### config.mk
export PLATFORM = sky130hd
export DESIGN_NAME = hole_fit_allocator_unit
export DESIGN_NICKNAME = d
export VERILOG_FILES = /design/src/sv/hfa_pkg.sv /design/src/sv/hfa_hole_store.sv /design/src/sv/hole_fit_allocator_unit.sv
export SDC_FILE = /design/constraint.sdc
export NUM_CORES = 1
export LEC_CHECK = 0
export BUFFER_PORTS_ARGS = -buffer_cell sky130_fd_sc_hd__buf_2
export CAP_MARGIN = 20
export CORE_MARGIN = 8
export CORE_UTILIZATION = 40
export CTS_CLUSTER_DIAMETER = 30
export DETAILED_ROUTE_END_ITERATION = 10
export SLEW_MARGIN = 25
export SYNTH_ARGS = -nofsm -noshare
export SYNTH_HDL_FRONTEND = slang
export SYNTH_SLANG_ARGS = --single-unit
export TNS_END_PERCENT = 1
### constraint.sdc
create_clock -name clk -period 10.2 [get_ports clk]
set_input_delay 1.02 -clock clk [delete_from_list [all_inputs] [get_ports clk]]
set_output_delay 1.02 -clock clk [all_outputs]
set_load 0.03 [all_outputs]
### src/sv/hfa_pkg.sv
// Shared types and constants for the hole fit allocator.
// No dependencies; used by hfa_hole_store and hole_fit_allocator_unit.
`timescale 1ns / 1ps
`default_nettype none

package hfa_pkg;

  localparam int HOLE_SLOTS     = 32;
  localparam int SIZE_BITS      = 16;
  localparam int ADDR_BITS      = $clog2(HOLE_SLOTS);
  localparam int CNT_BITS       = $clog2(HOLE_SLOTS + 1);
  localparam int SLOT_BITS      = 5;
  localparam int MODE_BITS      = 2;
  localparam int HOLES_BITS     = 6;
  localparam int STATUS_BITS    = 2;
  localparam int CFG_INDEX_BITS = 1;
  localparam int CFG_DATA_BITS  = 6;

  localparam logic [CNT_BITS-1:0]   HOLE_SLOTS_CNT = CNT_BITS'(HOLE_SLOTS);
  localparam logic [HOLES_BITS-1:0] HOLES_RESET    = HOLES_BITS'(32);

  localparam logic [MODE_BITS-1:0] FIT_FIRST = 2'd0;
  localparam logic [MODE_BITS-1:0] FIT_BEST  = 2'd1;
  localparam logic [MODE_BITS-1:0] FIT_WORST = 2'd2;

  localparam logic OP_LOAD  = 1'b0;
  localparam logic OP_ALLOC = 1'b1;

  localparam logic [STATUS_BITS-1:0] STAT_LOADED = 2'd0;
  localparam logic [STATUS_BITS-1:0] STAT_PLACED = 2'd1;
  localparam logic [STATUS_BITS-1:0] STAT_NO_FIT = 2'd2;

  localparam logic [CFG_INDEX_BITS-1:0] REG_FIT_MODE     = 1'b0;
  localparam logic [CFG_INDEX_BITS-1:0] REG_HOLES_IN_USE = 1'b1;

  typedef enum logic [1:0] {
    ST_IDLE,
    ST_SCAN,
    ST_FINISH
  } state_t;

  typedef struct packed {
    logic                 wr_en;
    logic [ADDR_BITS-1:0] wr_addr;
    logic [SIZE_BITS-1:0] wr_data;
    logic                 rd_en;
    logic [ADDR_BITS-1:0] rd_addr;
  } mem_req_t;

endpackage

`default_nettype wire

### src/sv/hfa_hole_store.sv
// Hole size table: synchronous memory with registered read.
// Per-entry valid bits make unwritten entries read as zero after reset.
// Depends on hfa_pkg.
`timescale 1ns / 1ps
`default_nettype none

module hfa_hole_store (
  input  wire logic                          clk,
  input  wire logic                          rst_n,
  input  wire hfa_pkg::mem_req_t             req,
  output logic [hfa_pkg::SIZE_BITS-1:0]      rd_data
);

  logic [hfa_pkg::SIZE_BITS-1:0]  mem [hfa_pkg::HOLE_SLOTS];
  logic [hfa_pkg::HOLE_SLOTS-1:0] valid_r;
  logic [hfa_pkg::SIZE_BITS-1:0]  rd_word_r;
  logic                           rd_hit_r;

  always_ff @(posedge clk) begin
    if (req.wr_en) begin
      mem[req.wr_addr] <= req.wr_data;
    end
    if (req.rd_en) begin
      rd_word_r <= mem[req.rd_addr];
    end
  end

  always_ff @(posedge clk) begin
    if (!rst_n) begin
      valid_r  <= '0;
      rd_hit_r <= 1'b0;
    end else begin
      if (req.wr_en) begin
        valid_r[req.wr_addr] <= 1'b1;
      end
      if (req.rd_en) begin
        rd_hit_r <= valid_r[req.rd_addr];
      end
    end
  end

  assign rd_data = rd_hit_r ? rd_word_r : '0;

endmodule

`default_nettype wire

### src/sv/hole_fit_allocator_unit.sv
// Hole fit allocator top level: config registers, scan sequencer, result register.
// Depends on hfa_pkg and hfa_hole_store.
// Load: ST_FINISH loads the result register once it is free.
// Allocate: ST_SCAN reads the holes in use (saturated at 32), one entry per cycle,
// then ST_FINISH loads the result register. One item in flight, taken in ST_IDLE.
// Synchronous active-low reset clears the table, mode 0, holes_in_use 32.
`timescale 1ns / 1ps
`default_nettype none

module hole_fit_allocator_unit (
  input  wire logic                                 clk,
  input  wire logic                                 rst_n,
  input  wire logic                                 in_valid,
  output logic                                      in_ready,
  input  wire logic                                 in_op,
  input  wire logic [hfa_pkg::SLOT_BITS-1:0]        in_slot,
  input  wire logic [hfa_pkg::SIZE_BITS-1:0]        in_amount,
  output logic                                      out_valid,
  input  wire logic                                 out_ready,
  output logic [hfa_pkg::STATUS_BITS-1:0]           out_status,
  output logic [hfa_pkg::SLOT_BITS-1:0]             out_chosen_hole,
  output logic [hfa_pkg::SIZE_BITS-1:0]             out_left_over,
  input  wire logic                                 cfg_valid,
  output logic                                      cfg_ready,
  input  wire logic [hfa_pkg::CFG_INDEX_BITS-1:0]   cfg_index,
  input  wire logic [hfa_pkg::CFG_DATA_BITS-1:0]    cfg_data
);

  hfa_pkg::state_t                   state_r, state_nxt;
  logic [hfa_pkg::MODE_BITS-1:0]     fit_mode_r;
  logic [hfa_pkg::HOLES_BITS-1:0]    holes_in_use_r;

  logic                              op_r;
  logic [hfa_pkg::SLOT_BITS-1:0]     slot_r;
  logic [hfa_pkg::SIZE_BITS-1:0]     amount_r;
  logic                              slot_ok_r;
  logic [hfa_pkg::CNT_BITS-1:0]      limit_r;
  logic [hfa_pkg::CNT_BITS-1:0]      rd_idx_r;
  logic                              cmp_valid_r;
  logic [hfa_pkg::ADDR_BITS-1:0]     cmp_idx_r;
  logic                              found_r;
  logic [hfa_pkg::ADDR_BITS-1:0]     pick_r;
  logic [hfa_pkg::SIZE_BITS-1:0]     pick_size_r;

  logic                              out_valid_r;
  logic [hfa_pkg::STATUS_BITS-1:0]   out_status_r;
  logic [hfa_pkg::SLOT_BITS-1:0]     out_chosen_hole_r;
  logic [hfa_pkg::SIZE_BITS-1:0]     out_left_over_r;

  hfa_pkg::mem_req_t                 mem_req;
  logic [hfa_pkg::SIZE_BITS-1:0]     rd_data;

  logic                              in_xfer;
  logic                              slot_ok;
  logic                              issue;
  logic                              scan_done;
  logic                              out_free;
  logic                              out_load;
  logic                              fits;
  logic                              take;
  logic [hfa_pkg::SIZE_BITS-1:0]     shrunk;
  logic [hfa_pkg::CNT_BITS-1:0]      limit_sat;
  logic [hfa_pkg::STATUS_BITS-1:0]   res_status;
  logic [hfa_pkg::SLOT_BITS-1:0]     res_hole;
  logic [hfa_pkg::SIZE_BITS-1:0]     res_left;

  hfa_hole_store u_store (
    .clk     (clk),
    .rst_n   (rst_n),
    .req     (mem_req),
    .rd_data (rd_data)
  );

  // configuration
  assign cfg_ready = 1'b1;

  always_ff @(posedge clk) begin
    if (!rst_n) begin
      fit_mode_r     <= hfa_pkg::FIT_FIRST;
      holes_in_use_r <= hfa_pkg::HOLES_RESET;
    end else if (cfg_valid && cfg_ready) begin
      unique case (cfg_index)
        hfa_pkg::REG_FIT_MODE:     fit_mode_r     <= cfg_data[hfa_pkg::MODE_BITS-1:0];
        hfa_pkg::REG_HOLES_IN_USE: holes_in_use_r <= cfg_data[hfa_pkg::HOLES_BITS-1:0];
        default: ;
      endcase
    end
  end

  // handshake and control terms
  assign in_ready  = (state_r == hfa_pkg::ST_IDLE);
  assign in_xfer   = in_valid && in_ready;
  assign slot_ok   = ({1'b0, in_slot} < hfa_pkg::HOLE_SLOTS_CNT);
  assign issue     = (state_r == hfa_pkg::ST_SCAN) && (rd_idx_r < limit_r);
  assign scan_done = (rd_idx_r == limit_r) && !cmp_valid_r;
  assign out_free  = !out_valid_r || out_ready;
  assign out_load  = (state_r == hfa_pkg::ST_FINISH) && out_free;
  assign shrunk    = pick_size_r - amount_r;
  assign limit_sat = (holes_in_use_r > hfa_pkg::HOLE_SLOTS_CNT) ?
                     hfa_pkg::HOLE_SLOTS_CNT : holes_in_use_r;

  // candidate selection
  assign fits = (rd_data >= amount_r);

  always_comb begin
    take = 1'b0;
    if (cmp_valid_r && fits) begin
      if (!found_r) begin
        take = 1'b1;
      end else begin
        case (fit_mode_r)
          hfa_pkg::FIT_FIRST: take = 1'b0;
          hfa_pkg::FIT_BEST:  take = (rd_data < pick_size_r);
          default:            take = (rd_data > pick_size_r);
        endcase
      end
    end
  end

  // next state
  always_comb begin
    state_nxt = state_r;
    unique case (state_r)
      hfa_pkg::ST_IDLE: begin
        if (in_xfer) begin
          state_nxt = (in_op == hfa_pkg::OP_ALLOC) ? hfa_pkg::ST_SCAN : hfa_pkg::ST_FINISH;
        end
      end
      hfa_pkg::ST_SCAN: begin
        if (scan_done) begin
          state_nxt = hfa_pkg::ST_FINISH;
        end
      end
      hfa_pkg::ST_FINISH: begin
        if (out_free) begin
          state_nxt = hfa_pkg::ST_IDLE;
        end
      end
      default: state_nxt = hfa_pkg::ST_IDLE;
    endcase
  end

  // memory port and result fields
  always_comb begin
    mem_req         = '0;
    mem_req.rd_en   = issue;
    mem_req.rd_addr = rd_idx_r[hfa_pkg::ADDR_BITS-1:0];
    unique case (state_r)
      hfa_pkg::ST_IDLE: begin
        if (in_xfer && (in_op == hfa_pkg::OP_LOAD) && slot_ok) begin
          mem_req.wr_en   = 1'b1;
          mem_req.wr_addr = in_slot[hfa_pkg::ADDR_BITS-1:0];
          mem_req.wr_data = in_amount;
        end
      end
      hfa_pkg::ST_FINISH: begin
        if (out_free && (op_r == hfa_pkg::OP_ALLOC) && found_r) begin
          mem_req.wr_en   = 1'b1;
          mem_req.wr_addr = pick_r;
          mem_req.wr_data = shrunk;
        end
      end
      default: ;
    endcase
  end

  always_comb begin
    if (op_r == hfa_pkg::OP_LOAD) begin
      res_status = hfa_pkg::STAT_LOADED;
      res_hole   = slot_r;
      res_left   = slot_ok_r ? amount_r : '0;
    end else if (found_r) begin
      res_status = hfa_pkg::STAT_PLACED;
      res_hole   = hfa_pkg::SLOT_BITS'(pick_r);
      res_left   = shrunk;
    end else begin
      res_status = hfa_pkg::STAT_NO_FIT;
      res_hole   = '0;
      res_left   = '0;
    end
  end

  // state and scan registers
  always_ff @(posedge clk) begin
    if (!rst_n) begin
      state_r     <= hfa_pkg::ST_IDLE;
      rd_idx_r    <= '0;
      cmp_valid_r <= 1'b0;
      found_r     <= 1'b0;
    end else begin
      state_r <= state_nxt;
      if (in_xfer) begin
        rd_idx_r    <= '0;
        cmp_valid_r <= 1'b0;
        found_r     <= 1'b0;
      end else if (state_r == hfa_pkg::ST_SCAN) begin
        if (issue) begin
          rd_idx_r <= rd_idx_r + hfa_pkg::CNT_BITS'(1);
        end
        cmp_valid_r <= issue;
        if (take) begin
          found_r <= 1'b1;
        end
      end
    end
  end

  always_ff @(posedge clk) begin
    if (in_xfer) begin
      op_r      <= in_op;
      slot_r    <= in_slot;
      amount_r  <= in_amount;
      slot_ok_r <= slot_ok;
      limit_r   <= limit_sat;
    end
    if (issue) begin
      cmp_idx_r <= rd_idx_r[hfa_pkg::ADDR_BITS-1:0];
    end
    if (take) begin
      pick_r      <= cmp_idx_r;
      pick_size_r <= rd_data;
    end
  end

  // result register
  always_ff @(posedge clk) begin
    if (!rst_n) begin
      out_valid_r <= 1'b0;
    end else if (out_load) begin
      out_valid_r <= 1'b1;
    end else if (out_ready) begin
      out_valid_r <= 1'b0;
    end
  end

  always_ff @(posedge clk) begin
    if (out_load) begin
      out_status_r      <= res_status;
      out_chosen_hole_r <= res_hole;
      out_left_over_r   <= res_left;
    end
  end

  assign out_valid       = out_valid_r;
  assign out_status      = out_status_r;
  assign out_chosen_hole = out_chosen_hole_r;
  assign out_left_over   = out_left_over_r;

`ifndef SYNTHESIS
  a_no_rw_overlap: assert property (@(posedge clk) disable iff (!rst_n)
    !(mem_req.wr_en && mem_req.rd_en))
    else $error("hole table read and write in the same cycle");

  a_scan_bound: assert property (@(posedge clk) disable iff (!rst_n)
    (state_r == hfa_pkg::ST_SCAN) |-> (rd_idx_r <= limit_r))
    else $error("scan index ran past the holes in use");

  a_pick_in_range: assert property (@(posedge clk) disable iff (!rst_n)
    ((state_r == hfa_pkg::ST_FINISH) && (op_r == hfa_pkg::OP_ALLOC) && found_r)
      |-> ({1'b0, pick_r} < limit_r))
    else $error("chosen hole outside the searched range");

  a_accept_busy: assert property (@(posedge clk) disable iff (!rst_n)
    in_xfer |=> (state_r != hfa_pkg::ST_IDLE))
    else $error("item transfer did not start work");
`endif

endmodule

`default_nettype wire

# Word-level counts from Yosys, hierarchy flattened
# Memories as Yosys holds them, arrays and structs flattened. A register that Yosys moved wholly into a read port is not among the register bits.
# Cells that the tools add are included.
# word_totals
register_bits	129
ram_bits	512
in_bits	34
output_inout_bits	26
word_cells	87
memories	1
# memory_table
name	depth	width	rd	rd_ports_with_merged_regs	write_ports	line_no	source
u_store.mem	32	16	1	1	1	hfa_hole_store.sv:14	logic [hfa_pkg::SIZE_BITS-1:0] mem [hfa_pkg::HOLE_SLOTS];
# op_classes
add_sub_neg	2
n_lt_le_gt_ge	8
eq_ne	7
mux	25
bitwise_logic	4
n_reduce_logical	21
# ops
operator	n
2-to-1 mux 16 bit	3
2-to-1 mux 22 bit	2
case mux 22 bit (2 select lines)	1
bitwise OR 32 bit	1
greater-or-equal comparator 16 bit	1
> comparator 16 bit	1
< comparator 16 bit	1
subtractor 16 bit	1
< comparator 5 x 6 -> 1 bit, second input constant	2
2-to-1 mux 2 bit	5
2-to-1 mux 5 bit	2
logical AND 1 bit	9
2-to-1 mux 1 bit	8
AND reduction 2 bit	4
adder 6 x 1 -> 6 bit, second input constant	1
== test 6 bit	1
> comparator 6 bit, second input constant	1
< comparator 6 bit	1
case mux 2 bit (3 select lines)	1
binary-select mux 1 bit (select 5 bit)	1
demux 1 bit (select 5 bit)	1
greater-or-equal comparator 5 x 1 -> 1 bit, second input constant	1
== test 2 x 1 -> 1 bit, second input constant	2
zero test 2 bit	2
10 further kinds	14

# Logic depth before layout (Yosys ltp)
# logic_depth
ltp_word	11
ltp_mapped	11
ltp_nobuf	10

# By module
# Synthesis repeated with hierarchy kept, for this count alone.
# hier_totals
cells_unflattened	1397
area_unflattened_um2	26664.3
# by_module_without_submodules
mod	instances	cells_per_inst	area_each_um2	seq_area_each_um2
hfa_hole_store	1	919	21386.8	16515.8
hole_fit_allocator_unit	1	478	5277.6	2692.6

# Least setup slack after synthesis
# Ideal clock, no wire load.
# synth_path
path_type	input port to flip-flop
startpoint	in out_ready
endpoint	mem u_store.mem[0][0] in the netlist's numbering, data pin
setup_ps	455
t_arrival_ps	3753
required_time_ps	9745
path_slack_ps	5992
cell_stages	4
n_path_buf	0
cell_sequence	nor2b_1 -> nor2_1 -> nand2_1 -> o21ai_0
# synth_lines
element	line_no	source
start: declaration	hole_fit_allocator_unit.sv:19	input wire logic out_ready,
end: declaration	hfa_hole_store.sv:14	

# Worst setup path in the final report
# layout_path
startpoint	reg rd_idx_r[0] in the netlist's numbering
endpoint	reg u_store.rd_word_r[4] in the netlist's numbering, read port of u_store.mem, data pin
# layout_via
elab_chain_cells	2
# layout_lines
element	line_no	source
start: declaration	hole_fit_allocator_unit.sv:38	logic [hfa_pkg::CNT_BITS-1:0] rd_idx_r;
start signal: assignment	hole_fit_allocator_unit.sv:198	rd_idx_r <= rd_idx_r + hfa_pkg::CNT_BITS'(1);
< comparator 6 bit	hole_fit_allocator_unit.sv:94	assign issue = (state_r == hfa_pkg::ST_SCAN) && (rd_idx_r < limit_r);
logical AND 1 bit	hole_fit_allocator_unit.sv:94	
end: declaration	hfa_hole_store.sv:16	logic [hfa_pkg::SIZE_BITS-1:0] rd_word_r;
# Parallel ways exist; a longest one is shown, timed or not.
# A chain may end at the register's enable or synchronous reset.

==> results.cfg <==
[run_status]
status = complete, no violations

[synthesis]
yosys_warnings = 0
synth-seq-cells = 657
synth.distinct_cells = 60
avgSynthCellArea_um2 = 19.4
synth_edf_count = 605
seq_area_frac_synth_pct = 72.0
ys_async_sr_fraction_pct = 0
syn_inst = 1376
synth_flop_cell = edfxtp_1
synth_fp_nets = 1462
synthesis.area_um2 = 26700

[setup_path]
path_common_cell = mux4_2
crit_required_ns = 10.61
crit_slowest_cell = buf_4
path_class = register to register
crit_fanout = 48
reg2reg_from = rd_idx_r[0]
path_cells = buf_6 > buf_4 > mux4_2 > mux4_2 > mux2_2
startpoint_type = register
crit_path_start = rd_idx_r[0]
cp_slowest_stage_delay_ns = 0.81
crit_path_end_kind = register
worstPathArrival_ns = 4.16

[worst_hold_path]
worstHoldPathType = register to register
hp-start = cmp_idx_r[1]

[timing]
post-route-period-util_pct = 36.8
tns_ns = 0
setup_violations = 0
slew_headroom_pct = 30.7
finalClockSkew_ns = 0.0286
tightest_slew_ns = 1.04
slew_violations = 0
min_period_ns = 3.76
rsz0062_at_grt = false
max_freq_mhz = 266
hold_viol = 0
timing.final.ws_setup_ns = 6.44

[cts]
tritoncts = built
hold_buffers = 0
postCtsSetupBuffers = 0
ctsResizeCount = 0
clock_path_buffers = 3
cts_max_level = 3
cts_root_buf = clkbuf_16
clkLatencyLatePin_ns = 0.65
clk_pin_slew_ns = 0.05
cts.sinks = 657
numCtsBuffers = 114

[grt]
grt_pass1_wl_um = 97100
antenna_found_initial = 3
grt_overflow = 0
grt_pass1_vias = 13900
grt_start_max_net_pins = 54
groute.usage.overall_pct = 17.6

[power_and_ir_drop]
p_switching_uw = 1580
peakVddDrop_mv = 0.146
pwr_density_cell_nw_per_um2 = 226
seq_power_share_pct = 41.1
switching_share_pct = 21.6
combPwrFrac_pct = 4.5
p_total_uw = 7330
clockPowerShare_pct = 54.4
p_leak_uw = 0.0106
p_int_uw = 5750

[cells_and_area]
nFillCells = 5304
syn_to_final_growth_pct = 21.5
drive_gt1_share_pct = 32.3
mostFrequentLayoutCell = edfxtp_1
seq_area_um2 = 19200
fin_cells = 2479
final_cell_mix = 605 x edfxtp_1, 170 x mux4_2, 118 x clkbuf_16
fin_util_pct = 49.2
nNetsFinal = 1598
multiInputGateArea_um2 = 7270

[drt]
wl_per_cell_um = 26.8
drtIter0Drc = 1338
ant_nets = 0
first_pass_iters = 5
top_layer_used = met4
routedLengthMet1_um = 29400
wl_met3_um = 4910
drc = 0
wl_um = 66500
num_vias = 14000
routed_via_density = 5.64
met2_length_um = 31000

[floorplan]
start_util_pct = 40.5
die_area_um2 = 75200
fp-row-count = 94
coreArea_um2 = 65900
die_height_um = 274
io-pin-count = 60
die_w_um = 274

[place]
dp_slack_ns = 6.08
place_hpwl_um = 40400
post-place-cells = 2260
port_buffers = 58
place_congestion = 0.886

[run]
drv_cap = 0
-- layout make-up --
type	instances	share of cell area, %
timing repair buffer	82	1.65
clock buffer	131	9.42
sequential	657	59.3
inverter	44	0.510
tap	864	3.34
antenna	1	0.00772
multi-input combinational	613	22.4
clock inverter	87	3.33
-- cells by family after synthesis --
| logic type | Yosys count | synth area share [%] |
|---|---|---|
| flip-flops | 657 | 72.0 |
| multiplexers | 193 | 15.3 |
| AND/OR/NAND/NOR | 181 | 3.22 |
| AO/OA/AOI/OAI | 168 | 4.50 |
| buffers and inverters | 106 | 1.85 |
| adder cells (fa/ha/maj) | 52 | 2.47 |
| XOR/XNOR | 18 | 0.643 |
| other | 1 | 0.0141 |
-- state kept, by name, summed over array words and instances, names as in the netlist --
register / count
cmp_valid_r: 1
cmp_idx_r: 5
limit_r: 6
op_r: 1
amount_r: 16
u_store.rd_hit_r: 1
slot_r: 5
u_store.valid_r: 32
out_valid: 1
u_store.rd_word_r: 16
pick_r: 5
fit_mode_r: 2
u_store.mem: 512
found_r: 1
out_chosen_hole: 5
rd_idx_r: 6
pick_size_r: 16
out_status: 2
holes_in_use_r: 6
state_r: 2
out_left_over: 16
-- cells in the mapped netlist, types with 2 or more instances --
cell type	count	area share [%]
a211oi_1	6	0.17
a21boi_1	8	0.23
a21o_1	16	0.45
a21oi_1	22	0.41
a22o_1	21	0.69
a22oi_1	3	0.084
a31oi_1	2	0.047
a32o_1	3	0.11
and2_1	15	0.35
and3_1	2	0.047
buf_1	5	0.070
buf_2	8	0.15
buf_6	11	0.46
clkbuf_1	37	0.52
dfxtp_1	52	3.9
edfxtp_1	605	68
ha_1	51	2.4
inv_1	42	0.59
inv_2	2	0.028
mux2_2	16	0.68
mux2i_1	6	0.23
mux4_2	170	14
nand2_1	39	0.55
nand2b_1	9	0.21
nand3_1	27	0.51
nand4_1	7	0.16
nor2_1	56	0.79
nor2b_1	11	0.26
nor3_1	8	0.15
o211ai_1	4	0.11
o21a_1	34	0.96
o21ai_0	11	0.21
o21ai_1	16	0.30
o21bai_1	2	0.056
o22ai_1	5	0.12
o311ai_1	3	0.099
o31ai_1	2	0.056
or2_1	2	0.047
xnor2_1	9	0.30
xor2_1	8	0.26
-- power by group through the flow --
stage	logic (uW)	clock network, uW	registers, uW
3_5_place_dp	329	0	3060
5_1_grt	353	4160	3010
3_3_place_gp	321	0	3060
6_report	329	3990	3010
4_1_cts	330	4040	3010
2_1_floorplan	202	0	3070
-- routing by layer --
layer	vias up	GRT usage, %
met3	75	3.43
met2	536	27.2
li1	5946	-
met1	7430	25.3
met5	-	0
met4	0	5.01
-- worst paths after layout --
path | end | slack, ns | depth (start not counted)
worst max-delay path | u_store.rd_word_r[4] | 6.44 | 5
worst min-delay path | pick_r[1] | 0.42 | 0
worst min register to register | pick_r[1] | 0.42 | 0
worst max register to register | u_store.rd_word_r[4] | 6.44 | 5
-- worst max-delay path: cells and delay by family, from the launching register on --
| family | cells | cell delay, ns |
|---|---|---|
| muxes | 3 | 1.52 |
| DFF | 1 | 0.51 |
| buffers and inverters | 2 | 1.40 |
-- stage by stage --
step           hold slack, ns  cell area [um^2]
3_3_place_gp            0.402             28000
6_report                0.416             32400
4_1_cts                 0.418             32400
5_1_grt                 0.420             32400
3_5_place_dp            0.405             28300
2_1_floorplan           0.400             26700
No activity file was read; power rests on OpenSTA's default activity.
